File: config.mk
export PLATFORM = sky130hd
export DESIGN_NAME = tmpg_ctrl
export DESIGN_NICKNAME = d
export VERILOG_FILES = /design/src/design/tmpg_pkg.sv /design/src/design/tmpg_ctrl.sv
export SDC_FILE = /design/constraint.sdc
export NUM_CORES = 1
export LEC_CHECK = 0
export BUFFER_PORTS_ARGS = -buffer_cell sky130_fd_sc_hd__clkbuf_2
export CORE_ASPECT_RATIO = 1.25
export CORE_UTILIZATION = 30
export CTS_BUF_LIST = sky130_fd_sc_hd__clkbuf_4
export DETAILED_ROUTE_END_ITERATION = 8
export HOLD_SLACK_MARGIN = 0.02
export PLACE_DENSITY = 0.52
export SYNTH_ARGS = -nofsm -noshare
export SYNTH_HDL_FRONTEND = slang
export SYNTH_SLANG_ARGS = --single-unit
File: constraint.sdc
create_clock -name clock -period 1.5 [get_ports clock]
set_clock_uncertainty 0.05 [all_clocks]
set_input_delay 0.15 -clock clock [delete_from_list [all_inputs] [get_ports clock]]
set_output_delay 0.15 -clock clock [all_outputs]
set_load 0.01 [all_outputs]
File: src/design/tmpg_pkg.sv
`timescale 1ns / 1ps
package tmpg_pkg;

   localparam int FRAC_BITS_DEFAULT = 16;

   localparam logic [1:0] ACT_TICK   = 2'd0;
   localparam logic [1:0] ACT_PLAN   = 2'd1;
   localparam logic [1:0] ACT_SETPOS = 2'd2;
   localparam logic [1:0] ACT_NONE   = 2'd3;

   localparam logic CSR_MAX_VELOCITY     = 1'b0;
   localparam logic CSR_MAX_ACCELERATION = 1'b1;

   typedef enum logic [1:0] {
      PH_ACCEL,
      PH_CRUISE,
      PH_DECEL
   } phase_type;

   typedef enum logic [5:0] {
      CMD_NONE,
      CMD_LOAD,
      CMD_SETPOS,
      CMD_TICK_TIME,
      CMD_STOP_GOAL,
      CMD_STOP_START,
      CMD_TAU,
      CMD_MA,
      CMD_MB,
      CMD_PA_LO,
      CMD_PA_HI,
      CMD_PA_SUM,
      CMD_Q_LO,
      CMD_Q_HI,
      CMD_Q_SUM,
      CMD_CV,
      CMD_TV,
      CMD_S1,
      CMD_S2,
      CMD_S3,
      CMD_FIN,
      CMD_PLAN_INIT,
      CMD_PLAN_ZERO,
      CMD_VV,
      CMD_DIV_DMIN,
      CMD_DMIN_TAKE,
      CMD_DIV_CRUISE,
      CMD_CRUISE_TAKE,
      CMD_DA,
      CMD_SQ_START,
      CMD_SQ_TAKE,
      CMD_DIV_ACCEL,
      CMD_ACCEL_TAKE,
      CMD_PLAN_END,
      CMD_EMIT
   } cmd_type;

   typedef enum logic [4:0] {
      ST_IDLE,
      ST_SETPOS,
      ST_T_TIME,
      ST_T_DECIDE,
      ST_T_MA,
      ST_T_MB,
      ST_T_PLO,
      ST_T_PHI,
      ST_T_PSUM,
      ST_T_QLO,
      ST_T_QHI,
      ST_T_QSUM,
      ST_T_CV,
      ST_T_TV,
      ST_T_S1,
      ST_T_S2,
      ST_T_S3,
      ST_T_FIN,
      ST_P_INIT,
      ST_P_CHECK,
      ST_P_DMIN,
      ST_P_DMIN_W,
      ST_P_BRANCH,
      ST_P_CR_W,
      ST_P_SQ,
      ST_P_SQ_W,
      ST_P_ACC,
      ST_P_ACC_W,
      ST_P_TOTAL,
      ST_EMIT
   } state_type;

   typedef struct packed {
      logic tt_zero;
      logic el_ge_tt;
      logic el_zero;
      logic d_zero;
      logic d_ge_dmin;
      logic div_busy;
      logic sqrt_busy;
   } status_type;

endpackage

File: src/design/tmpg_ctrl.sv
`timescale 1ns / 1ps
module tmpg_ctrl (
   input  logic                clock,
   input  logic                reset,
   input  logic                req_valid,
   input  logic [1:0]          req_action,
   output logic                req_ready,
   output logic                rsp_valid,
   input  logic                rsp_ready,
   input  tmpg_pkg::status_type status,
   output tmpg_pkg::cmd_type    cmd
);
   import tmpg_pkg::*;

   state_type state_ff, state_in;
   logic      rsp_valid_ff, rsp_valid_in;

   always_ff @(posedge clock) begin
      if (reset) begin
         state_ff     <= ST_IDLE;
         rsp_valid_ff <= 1'b0;
      end else begin
         state_ff     <= state_in;
         rsp_valid_ff <= rsp_valid_in;
      end
   end

   always_comb begin
      state_in = state_ff;
      cmd      = CMD_NONE;
      case (state_ff)
         ST_IDLE: begin
            if (req_valid) begin
               cmd = CMD_LOAD;
               case (req_action)
                  ACT_TICK:   state_in = ST_T_TIME;
                  ACT_PLAN:   state_in = ST_P_INIT;
                  ACT_SETPOS: state_in = ST_SETPOS;
                  default:    state_in = ST_EMIT;
               endcase
            end
         end
         ST_SETPOS: begin
            cmd      = CMD_SETPOS;
            state_in = ST_EMIT;
         end
         ST_T_TIME: begin
            cmd      = CMD_TICK_TIME;
            state_in = ST_T_DECIDE;
         end
         ST_T_DECIDE: begin
            if (status.tt_zero || status.el_ge_tt) begin
               cmd      = CMD_STOP_GOAL;
               state_in = ST_EMIT;
            end else if (status.el_zero) begin
               cmd      = CMD_STOP_START;
               state_in = ST_EMIT;
            end else begin
               cmd      = CMD_TAU;
               state_in = ST_T_MA;
            end
         end
         ST_T_MA:   begin cmd = CMD_MA;     state_in = ST_T_MB;   end
         ST_T_MB:   begin cmd = CMD_MB;     state_in = ST_T_PLO;  end
         ST_T_PLO:  begin cmd = CMD_PA_LO;  state_in = ST_T_PHI;  end
         ST_T_PHI:  begin cmd = CMD_PA_HI;  state_in = ST_T_PSUM; end
         ST_T_PSUM: begin cmd = CMD_PA_SUM; state_in = ST_T_QLO;  end
         ST_T_QLO:  begin cmd = CMD_Q_LO;   state_in = ST_T_QHI;  end
         ST_T_QHI:  begin cmd = CMD_Q_HI;   state_in = ST_T_QSUM; end
         ST_T_QSUM: begin cmd = CMD_Q_SUM;  state_in = ST_T_CV;   end
         ST_T_CV:   begin cmd = CMD_CV;     state_in = ST_T_TV;   end
         ST_T_TV:   begin cmd = CMD_TV;     state_in = ST_T_S1;   end
         ST_T_S1:   begin cmd = CMD_S1;     state_in = ST_T_S2;   end
         ST_T_S2:   begin cmd = CMD_S2;     state_in = ST_T_S3;   end
         ST_T_S3:   begin cmd = CMD_S3;     state_in = ST_T_FIN;  end
         ST_T_FIN:  begin cmd = CMD_FIN;    state_in = ST_EMIT;   end
         ST_P_INIT: begin
            cmd      = CMD_PLAN_INIT;
            state_in = ST_P_CHECK;
         end
         ST_P_CHECK: begin
            if (status.d_zero) begin
               cmd      = CMD_PLAN_ZERO;
               state_in = ST_EMIT;
            end else begin
               cmd      = CMD_VV;
               state_in = ST_P_DMIN;
            end
         end
         ST_P_DMIN: begin
            cmd      = CMD_DIV_DMIN;
            state_in = ST_P_DMIN_W;
         end
         ST_P_DMIN_W: begin
            if (!status.div_busy) begin
               cmd      = CMD_DMIN_TAKE;
               state_in = ST_P_BRANCH;
            end
         end
         ST_P_BRANCH: begin
            if (status.d_ge_dmin) begin
               cmd      = CMD_DIV_CRUISE;
               state_in = ST_P_CR_W;
            end else begin
               cmd      = CMD_DA;
               state_in = ST_P_SQ;
            end
         end
         ST_P_CR_W: begin
            if (!status.div_busy) begin
               cmd      = CMD_CRUISE_TAKE;
               state_in = ST_P_ACC;
            end
         end
         ST_P_SQ: begin
            cmd      = CMD_SQ_START;
            state_in = ST_P_SQ_W;
         end
         ST_P_SQ_W: begin
            if (!status.sqrt_busy) begin
               cmd      = CMD_SQ_TAKE;
               state_in = ST_P_ACC;
            end
         end
         ST_P_ACC: begin
            cmd      = CMD_DIV_ACCEL;
            state_in = ST_P_ACC_W;
         end
         ST_P_ACC_W: begin
            if (!status.div_busy) begin
               cmd      = CMD_ACCEL_TAKE;
               state_in = ST_P_TOTAL;
            end
         end
         ST_P_TOTAL: begin
            cmd      = CMD_PLAN_END;
            state_in = ST_EMIT;
         end
         ST_EMIT: begin
            if (!rsp_valid_ff || rsp_ready) begin
               cmd      = CMD_EMIT;
               state_in = ST_IDLE;
            end
         end
         default: begin
            state_in = ST_IDLE;
         end
      endcase
   end

   always_comb begin
      rsp_valid_in = rsp_valid_ff;
      if (cmd == CMD_EMIT) begin
         rsp_valid_in = 1'b1;
      end else if (rsp_ready) begin
         rsp_valid_in = 1'b0;
      end
   end

   assign req_ready = (state_ff == ST_IDLE);
   assign rsp_valid = rsp_valid_ff;
endmodule

-- Word-level counts from Yosys, hierarchy flattened
Index checks and enable logic that the tools add are counted.
- mux-type cells: 25
- equal/unequal tests: 38
- reduce and logical (&&, ||, !) cells: 8
- operators by type and width (operator ; number):
    $pmux W6 S30 ; 1
    $pmux W5 S28 ; 1
    $eq A5 B5 Y1 const B ; 14
    $mux W5 ; 11
    $eq A5 B4 Y1 const B ; 8
    $eq A5 B3 Y1 const B ; 4
    $pmux W5 S3 ; 1
    $mux W6 ; 2
    $ne A2 B2 Y1 const B ; 6
    $eq A5 B2 Y1 const B ; 2
    $mux W4 ; 2
    $eq A6 B6 Y1 const B ; 1
    $reduce_and A6 Y1 ; 1
    $eq A5 B1 Y1 const B ; 1
    $logic_not A5 Y1 ; 1
    $mux W1 ; 4
    $mux W2 ; 2
    $mux W3 ; 1
    $reduce_or A3 Y1 ; 1
    $eq A2 B1 Y1 const B ; 1
    $eq A2 B2 Y1 const B ; 1
    $logic_not A2 Y1 ; 1
    $logic_or A1 B1 Y1 ; 2
    $reduce_bool A2 Y1 ; 1
    $logic_not A1 Y1 ; 1
- word-level logic and storage cells: 73
- output and inout bits: 8
- input bits: 13
- flip-flop bits (word level): 6

-- Longest topological paths before layout
Gate-level depths: netlist of the first run.
- word-level depth: 6
- mapped depth: 7

-- Worst setup path after synthesis of the first run
Ideal clock, no wire load.
- path type: register -> output
- start: register state_ff[2]
- end: output port cmd[1]
- path slack: -0.058 ns
- arrival time: 1.358 ns
- cell stages (with the launch flop): 6
- buffers on the path: 2
- cell sequence: dfxtp_1 buf_2 buf_1 nand3b_1 and4_1 o21ai_0
- word-level cells in the longest chain between the ends: 2
- RTL lines (item ; line ; text):
    start, declared ; tmpg_ctrl.sv:15 ; state_type state_ff, state_in;
    start signal, assigned ; tmpg_ctrl.sv:23 ; state_ff <= state_in;
    $eq A5 B5 Y1 (tied with other cells) ; tmpg_ctrl.sv:31 ; case (state_ff)
    $pmux W6 S30 (*) ; tmpg_ctrl.sv:31 ;
    end, declared ; tmpg_ctrl.sv:11 ; output tmpg_pkg::cmd_type cmd
Every way passes the cells marked *; elsewhere a longest branch is shown, timed or not.

-- Worst setup path after layout of the first run
- start: register state_ff[3]
- end: output port cmd[0]
The elaborated chain is that of the path after synthesis.

==> flow_metrics.tcl, run 1 <==
set metrics [dict create \
    status "finished with violations" \
    violations "setup timing" \
    synth_top_cell_area_share_pct 11.8 \
    syn2layout_area_growth_pct 75.0 \
    drt_iter0_drc 40 \
    min_path_type "in2reg" \
    num_vias 1405 \
    viasPerCell 5.73 \
    yosysTopAreaCell "dfxtp_1" \
    worstPathCellList "buf_6 > or2_4 > buf_6 > o311ai_4 > buf_2" \
    nFillCells 288 \
    crit_path_top_delay_cell "dfxtp_4" \
    path_depth 5 \
    dieArea_mm2 0.00364 \
    worstMarginPinSlew_ns 0.337 \
    arrival_ns 1.55 \
    fin_tns_setup_ns -1.95 \
    yosysWarnings 0 \
    rsz0062_at_grt "true" \
    syn_avg_cell_area_um2 6.90 \
    numClockSinks 6 \
    drtAntennaViolNets 0 \
    clk-insertion-delay-late_ns 0.26 \
    synthTopCellsByCount "13 x o21ai_0, 12 x nor2_1, 11 x buf_2, 11 x nor2b_1, 10 x nand2_1" \
    hold_ws_ns 0.153 \
    async_reset_ff_share_pct 0 \
    synth_edf_count 0 \
    r2r_cells 5 \
    clkTransAtPathRegs_ns 0.05 \
    grt_pass1_wl_um 6050 \
    syn_inst 148 \
    cp_slowest_stage_delay_ns 0.36 \
    wl_per_cell_um 16.4 \
    ctsHtreeMaxLevel 1 \
    min_period_ns 1.75 \
    hp-start "reset" \
    period_share_pct 116 \
    cp_num_buf_inv 3 \
    synth_area_leaders "dfxtp_1 12%, nor2b_1 6.7%, o21ai_0 6.4%" \
    power.density_mw_per_mm2 1810 \
    grt_max_degree 16 \
    diodes 0 \
    row_count 23 \
    crit_type "reg2out" \
    cts_buffer_depth 2 \
    cts_buffers 3 \
    drive_above_1_share_pct 54.8 \
    grt_pass1_vias 1279 \
    synth_nets 161 \
    gp_congestion 0.827 \
    cap_viol_max_count 0 \
    leakagePower_nw 0.764 \
    critPathLaunchType "register" \
    ys_seq_area_share_pct 11.8 \
    hold_depth 2 \
    wl_um 4010 \
    fin_ws_ns -0.247 \
    cts_tree "yes" \
    hpwl_um 2640 \
    ir_drop_mv 0.966 \
    die_height_um 67.2 \
    synth_most_common_cell "o21ai_0" \
    critPathTopFamily "buffers and inverters" \
    fmax_mhz 573 \
    reg2reg_slack_ns -0.21 \
    min_to "rsp_valid" \
    dieWidth_um 54.2 \
    grt_usage_pct 22.6 \
    ios 21 \
    nNetsFinal 223 \
    hold_buffers 0 \
    cp_max_fo 6 \
    numPortBuffers 20 \
    ys_seq_elements 6 \
    endpoint_kind "output port" \
    grt_overflow_total 0 \
    synth_area_mm2 0.00102 \
    root_buffer "clkbuf_4" \
    ys_types 57 \
    drc 0 \
    synth_top_flop_cell "dfxtp_1" \
    setup_violations 11 \
    slew_violations 0 \
    firstDrtPassIters 4 \
    crit_required_ns 1.30 \
    antenna_found_initial 0 \
    crit_top_cell "buf_6" \
    reg2reg_from "state_ff[3]" \
    r2r_end "state_ff[0]" \
    hold_violations 0 \
    slew-limit-headroom_pct 77.5 \
    start_util_pct 31.7 \
    core-area_mm2 0.00322 \
]
[flip-flops by register name (all words and copies together) (netlist names)]
signal,count
state_ff,5
rsp_valid,1
[cell type report]
type | instances | area (um2) | area share, %
multi-input cells | 123 | 997 | 55.8
well taps | 37 | 46.3 | 2.59
flip-flops and latches | 6 | 139 | 7.77
inverters | 4 | 15.0 | 0.840
clock buffers | 3 | 22.5 | 1.26
repair buffers | 72 | 567 | 31.7
[repair_timing]
| action | in CTS | in global routing |
|---|---|---|
| buffers inserted | 7 | 10 |
| endpoints found under the setup margin | 12 | 12 |
| pin swaps | 12 | 16 |
| gates resized for setup | 41 | 41 |
[where the power goes]
part	switching (mW)	total, mW	internal, mW
sequential	0.101	0.341	0.240
combinational	1.27	2.75	1.47
clock	0.0637	0.155	0.0909
[kinds of logic after synthesis]
group | count (synthesis) | synth area share [%]
simple gates | 66 | 38.8
compound gates | 52 | 36.0
buf+inv | 19 | 8.70
flops | 6 | 11.8
xor+xnor | 3 | 2.57
mux | 2 | 2.08
[cell usage in the layout (no fill, tap or decap), types with 2 or more instances in the layout]
cell | Yosys | routed
xnor2_1 | 3 | 3
nor2b_1 | 11 | 7
clkbuf_2 | 0 | 14
nand2_1 | 10 | 9
nor3b_1 | 2 | 2
o21ai_1 | 1 | 6
a21oi_2 | 0 | 2
o31ai_1 | 3 | 2
or2_4 | 0 | 2
dfxtp_4 | 0 | 5
a32o_1 | 2 | 2
a31oi_1 | 2 | 2
buf_6 | 0 | 17
and3b_2 | 0 | 2
or4b_4 | 1 | 2
a21oi_1 | 9 | 7
buf_4 | 1 | 34
o21a_1 | 3 | 3
buf_2 | 11 | 6
nor2_1 | 12 | 11
and3b_1 | 6 | 4
inv_1 | 4 | 3
clkbuf_4 | 0 | 3
nand4_1 | 2 | 2
nor2b_2 | 0 | 2
nor2b_4 | 0 | 2
nor3_1 | 5 | 4
o21ai_0 | 13 | 8
[worst max-delay path by stage]
stage	start	end	slack (ns)
final	state_ff[3]	cmd[0]	-0.25
after global routing	state_ff[3]	cmd[4]	-0.32
after CTS	state_ff[3]	cmd[0]	-0.22
after detailed placement	state_ff[0]	state_ff[0]	-0.24
after global placement	state_ff[0]	state_ff[0]	-0.25
after floorplan	state_ff[0]	cmd[1]	-0.04
[routing by layer]
metal | GRT usage, % | vias to the layer above | part of all wire (%)
met1 | 29.2 | 655 | 43
met5 | 0 | - | 0
met4 | 8.33 | 0 | 3.1
met2 | 38.6 | 52 | 51
met3 | 0.901 | 11 | 3.4
li1 | - | 687 | -
[metrics by stage]
stage	std cells	worst slack [ns]	power (mW)	utilization [%]	cell area, um2
after floorplan	148	-0.0399	1.54	-	1050
after global placement	226	-0.248	2.33	43.2	1390
after detailed placement	226	-0.235	2.34	43.2	1390
after CTS	236	-0.218	2.83	49.1	1580
after global routing	245	-0.322	3.49	55.4	1790
final	245	-0.247	3.24	55.4	1790
Note: power is estimated with default switching activity, not from simulation.
==> inputs of run 2 (changes only) <==
--- a/config.mk
+++ b/config.mk
@@ -5,6 +5,7 @@
 export SDC_FILE = /design/constraint.sdc
 export NUM_CORES = 1
 export LEC_CHECK = 0
+export ABC_AREA = 1
 export BUFFER_PORTS_ARGS = -buffer_cell sky130_fd_sc_hd__clkbuf_2
 export CORE_ASPECT_RATIO = 1.25
 export CORE_UTILIZATION = 30
==> run 2 against run 1 <==
The run still ends with setup timing left. First-iteration DRC count increased by 55%. Register-to-register slack better by 0.03 ns. Worst setup slack got worse by 0.11 ns. Global-route usage is 1.2 points higher. Critical path depth increased by 3. Count of clock-buffer cells in the layout stayed put. Power shrank 26%. Critical endpoint is now cmd[1]. Largest cell class unchanged.
==> flow_metrics.tcl, run 2 <==
set metrics [dict create \
    nFillCells 318 \
    gp_congestion 1.03 \
    path_depth 8 \
    regMostFlops "state_ff" \
    async_reset_ff_share_pct 0 \
    hold_ws_ns 0.115 \
    rsz0062_at_grt "true" \
    dieArea_mm2 0.00359 \
    cts_buffers 3 \
    wl_um 4210 \
    dp.cells 286 \
    fin_tns_setup_ns -2.39 \
    p_comb_share_pct 81.4 \
    ctsHtreeMaxLevel 1 \
    hold_depth 2 \
    p_int_mw 1.15 \
    critPathLaunchType "register" \
    arrival_ns 1.65 \
    endpoint_kind "output port" \
    syn_inst 200 \
    leakagePower_nw 0.994 \
    slew-limit-headroom_pct 81.2 \
    p_total_mw 2.38 \
    violations "setup timing" \
    hpwl_um 3200 \
    grt_usage_pct 23.8 \
    root_buffer "clkbuf_4" \
    synth_most_common_cell "nand2_1" \
    clkTransAtPathRegs_ns 0.04 \
    final_area_mm2 0.00179 \
    crit_required_ns 1.30 \
    seq_power_share_pct 12.8 \
    place_area_mm2 0.00138 \
    swShare_pct 51.6 \
    synthTopCellsByCount "55 x nand2_1, 33 x nor2_1, 27 x nand3_1" \
    row_count 23 \
    largest_reg_flops 5 \
    cts_tree "yes" \
    final_cells 304 \
    synth_area_leaders "nand2_1 21%, nand3_1 13%, nor2_1 12%" \
    drt_iter0_drc 62 \
    ir_drop_mv 0.873 \
    die_height_um 66.7 \
    min_path_type "in2reg" \
    setup_violations 12 \
    wl_per_cell_um 13.9 \
    power.density_mw_per_mm2 1330 \
    worstMarginPinSlew_ns 0.282 \
    cap_viol_max_count 0 \
    ys_seq_elements 6 \
    worstPathCellList "buf_6 > nor2_4 > buf_12 > nand2_1 > nand4_1 > nor3_2 > nand4_1 > clkbuf_2" \
    diodes 0 \
    numClockSinks 6 \
    final_cell_mix "43 x nand2_1, 38 x buf_4, 25 x nor2_1" \
    syn_avg_cell_area_um2 5.02 \
    ys_types 21 \
    cp_max_fo 6 \
    viasPerCell 5.17 \
    synth_nets 213 \
    numPortBuffers 20 \
    yosysTopAreaCell "nand2_1" \
    dp_slack_ns -0.289 \
    syn2layout_area_growth_pct 77.8 \
    synth_top_cell_area_share_pct 20.5 \
    ys_seq_area_share_pct 12.0 \
    critPathTopFamily "simple AND/OR/NAND/NOR gates" \
    yosysWarnings 0 \
    period_share_pct 124 \
    crit_type "reg2out" \
    status "finished with violations" \
    dieWidth_um 53.8 \
    synth_edf_count 0 \
    drive_above_1_share_pct 50.2 \
    synth_top_flop_cell "dfxtp_1" \
    crit_path_top_delay_cell "dfxtp_4" \
    hold_violations 0 \
    grt_pass1_vias 1432 \
    firstDrtPassIters 4 \
    grt_max_degree 10 \
    ios 21 \
    cp_slowest_stage_delay_ns 0.37 \
    core-area_mm2 0.00319 \
    fin_util_pct 55.9 \
    drc 0 \
    synth_area_mm2 0.00100 \
    start_util_pct 31.5 \
    num_vias 1573 \
    cts_buffer_depth 2 \
    fmax_mhz 539 \
    slew_violations 0 \
    cp_num_buf_inv 3 \
    power_switching_mw 1.23 \
    antenna_found_initial 0 \
    min_period_ns 1.85 \
    p_clk_share_pct 5.8 \
    drtAntennaViolNets 0 \
    crit_top_cell "nand4_1" \
    fin_ws_ns -0.355 \
    r2r_cells 11 \
    grt_overflow_total 0 \
    final_common_cell "nand2_1" \
    nNetsFinal 282 \
    grt_pass1_wl_um 6220 \
    clk-insertion-delay-late_ns 0.23 \
]
run 2: changes by cell type in the layout (fill, tap and decap cells not counted), sizes merged, moves of 5 or more:
cell   delta
nand2    +45
nand3    +29
inv      +27
nor2     +27
nor2b    -11
nand4     +9
o21ai     -9
and3b     -6
buf       -5
run 2: cell type report:
type,instances,area [um2],share of cell area (%)
Timing Repair Buffer,68,507,28.4
Multi-Input combinational cell,159,948,53.1
Tap cell,37,46.3,2.59
Inverter,31,126,7.07
Sequential cell,6,136,7.63
Clock buffer,3,22.5,1.26
run 2: cells by family after synthesis:
logic type / count (synthesis) / synth area share, %
buffers and inverters: 35 / 13.9
and+or+nand+nor: 142 / 64.6
AOI/OAI and AO/OA: 17 / 9.46
DFF: 6 / 12.0
run 2: path summary, 6_finish.rpt:
check              start     endpoint  slack (ns)
min reg2reg  state_ff[3]  state_ff[3]        0.47
max reg2reg  state_ff[2]  state_ff[3]       -0.18
max          state_ff[2]       cmd[1]       -0.35
min                reset  state_ff[4]        0.12
run 2: layer usage:
layer  GRT usage (%)  up-vias  part of all wire, %
li1                -      785                    -
met1            27.8      709                   39
met2            40.7       62                   53
met3            2.28       17                  4.0
met4            13.5        0                  4.0
met5               0        -                    0
run 2: repair_timing:
item | CTS | global route
setup buffers | 7 | 8
pin swaps | 22 | 19
gates resized for setup | 54 | 32
hold buffers | 0 | 0
endpoints found under the setup margin | 12 | 12
run 2: power groups by stage:
| stage | combinational (mW) | sequential [mW] | clock [mW] |
|---|---|---|---|
| floorplan | 0.871 | 0.238 | 0 |
| global placement | 1.44 | 0.257 | 0 |
| detailed placement | 1.42 | 0.258 | 0 |
| CTS | 1.68 | 0.289 | 0.148 |
| global route | 2.09 | 0.316 | 0.154 |
| finish | 1.94 | 0.305 | 0.139 |
==> inputs of run 3 (changes only) <==
--- a/config.mk
+++ b/config.mk
@@ -12,6 +12,7 @@
 export CTS_BUF_LIST = sky130_fd_sc_hd__clkbuf_4
 export DETAILED_ROUTE_END_ITERATION = 8
 export HOLD_SLACK_MARGIN = 0.02
+export MAX_ROUTING_LAYER = met4
 export PLACE_DENSITY = 0.52
 export SYNTH_ARGS = -nofsm -noshare
 export SYNTH_HDL_FRONTEND = slang
==> run 3 against run 2 <==
The flow still finishes with violations (setup timing). Worst setup slack gained 0.029 ns. Global-route usage grew 2.7 points. Clock power grew 6%. Register-to-register slack lost 0.09 ns. Count of clock-buffer cells in the layout is the same. Wire length grew 2.9%. Die area is the same. Maximum frequency grew 1.6%. Hold slack lost 0.029 ns. Flip-flop and latch count is the same. Sequential share of layout area is essentially flat. Critical endpoint unchanged.
==> flow_metrics.tcl, run 3 (same netlist as run 2, synthesis figures left out) <==
set metrics [dict create \
    place_area_mm2 0.00147 \
    cts_buffer_depth 2 \
    endpoint_kind "output port" \
    reg2reg_slack_ns -0.27 \
    r2r_cells 11 \
    hp-start "reset" \
    dp.cells 299 \
    highest_layer "met4" \
    fin_ws_ns -0.326 \
    numClockSinks 6 \
    start_util_pct 31.5 \
    hold_violations 0 \
    crit_type "reg2out" \
    fmax_mhz 548 \
    wl_um 4340 \
    root_buffer "clkbuf_4" \
    wl_per_cell_um 13.8 \
    ctsHtreeMaxLevel 1 \
    critPathLaunchType "register" \
    crit_required_ns 1.30 \
    cp_max_fo 5 \
    setup_violations 12 \
    regMostFlops "state_ff" \
    grt_overflow_total 0 \
    row_count 23 \
    slew_violations 0 \
    firstDrtPassIters 4 \
    r2r_end "state_ff[3]" \
    min_period_ns 1.83 \
    dieArea_mm2 0.00359 \
    routed-wl-met2_um 2280 \
    hpwl_um 3330 \
    dp_slack_ns -0.232 \
    gp_congestion 1.00 \
    slew-limit-headroom_pct 79.9 \
    diodes 0 \
    die_height_um 66.7 \
    drt_iter0_drc 51 \
    hold_depth 2 \
    final_cell_mix "52 x buf_4, 43 x nand2_1, 23 x nor2_1" \
    syn2layout_area_growth_pct 78.8 \
    final_area_mm2 0.00180 \
    ios 21 \
    final_common_cell "buf_4" \
    rsz0062_at_grt "true" \
    clk-insertion-delay-late_ns 0.24 \
    dr_wl_met3_um 149 \
    numPortBuffers 20 \
    grt_pass1_wl_um 6670 \
    grt_pass1_vias 1483 \
    grt_usage_pct 26.5 \
    dieWidth_um 53.8 \
    core-area_mm2 0.00319 \
    drtAntennaViolNets 0 \
    power.density_mw_per_mm2 1290 \
    ir_drop_mv 1.05 \
    period_share_pct 122 \
    leakagePower_nw 1.02 \
    nNetsFinal 292 \
    hold_buffers 0 \
    violations "setup timing" \
    arrival_ns 1.63 \
    reg2reg_from "state_ff[2]" \
    num_vias 1617 \
    drive_above_1_share_pct 51.3 \
    antenna_found_initial 0 \
    drc 0 \
    min_path_type "in2reg" \
    largest_reg_flops 5 \
    cap_viol_max_count 0 \
    drt-met1-wl_um 1740 \
    cts_tree "yes" \
    clkTransAtPathRegs_ns 0.05 \
    worstMarginPinSlew_ns 0.301 \
    status "finished with violations" \
    viasPerCell 5.15 \
    min_to "state_ff[1]" \
    cts_buffers 3 \
    grt_max_degree 9 \
    final_cells 314 \
]
## run 3: cell types whose count changed in the layout (fill, tap and decap cells not counted), moves of 4 or more
cell and delta:
buf_6 -5, a21oi_1 +4, inv_1 +4, clkbuf_2 +4
buf_2 -4, buf_4 +14, nor2_2 +6, a21oi_2 -4
## run 3: per-layer routing
layer / vias up / GRT usage (%)
met1: 729 / 29.1
met4: 0 / 12.8
met5: - / -
met2: 61 / 47.1
li1: 813 / -
met3: 14 / 1.14
## run 3: area by class of cell
cell class,instances,area [um2]
Multi-Input combinational cell,161,937
Clock buffer,3,22.5
Timing Repair Buffer,76,536
Inverter,31,119
Fill cell,339,1400
Sequential cell,6,136
Tap cell,37,46.3
## run 3: worst max-delay path by stage
| stage | start | endpoint | slack, ns |
|---|---|---|---|
| 6_report | state_ff[2] | cmd[1] | -0.33 |
| 5_1_grt | state_ff[1] | cmd[0] | -0.43 |
| 4_1_cts | state_ff[4] | cmd[1] | -0.29 |
| 3_5_place_dp | state_ff[3] | cmd[4] | -0.23 |
| 3_3_place_gp | state_ff[3] | cmd[4] | -0.26 |
| 2_1_floorplan | state_ff[4] | cmd[4] | 0.05 |
## run 3: report_power, final
group / internal [mW] / total [mW] / switching (mW)
clock network: 0.0904 / 0.148 / 0.0575
logic: 0.804 / 1.86 / 1.05
registers: 0.221 / 0.317 / 0.0957
total: 1.12 / 2.32 / 1.21
## run 3: worst max-delay path, stage by stage (launching register included)
cell      delay [ns]
dfxtp_4         0.39
buf_6           0.13
nor2_4          0.05
buf_4           0.13
nand2_2         0.06
nand4_1         0.17
nor3_4          0.20
nand4_1         0.11
clkbuf_2        0.14
## run 3: timing repair
item	in CTS	in global routing
pin swaps	16	8
setup buffers	8	4
gates resized for setup	58	11
endpoints found under the setup margin	12	12
gates cloned	2	0
## run 3: stage by stage
stage          total power, mW  hold slack [ns]  setup TNS, ns  utilization (%)
2_1_floorplan             1.11            0.169              0                -
3_3_place_gp              1.80            0.348          -1.95             46.1
3_5_place_dp              1.78            0.349          -1.81             46.1
4_1_cts                   2.21           0.0755          -2.26             54.4
5_1_grt                   2.53           0.0796          -3.65             56.2
6_report                  2.32           0.0860          -2.63             56.2
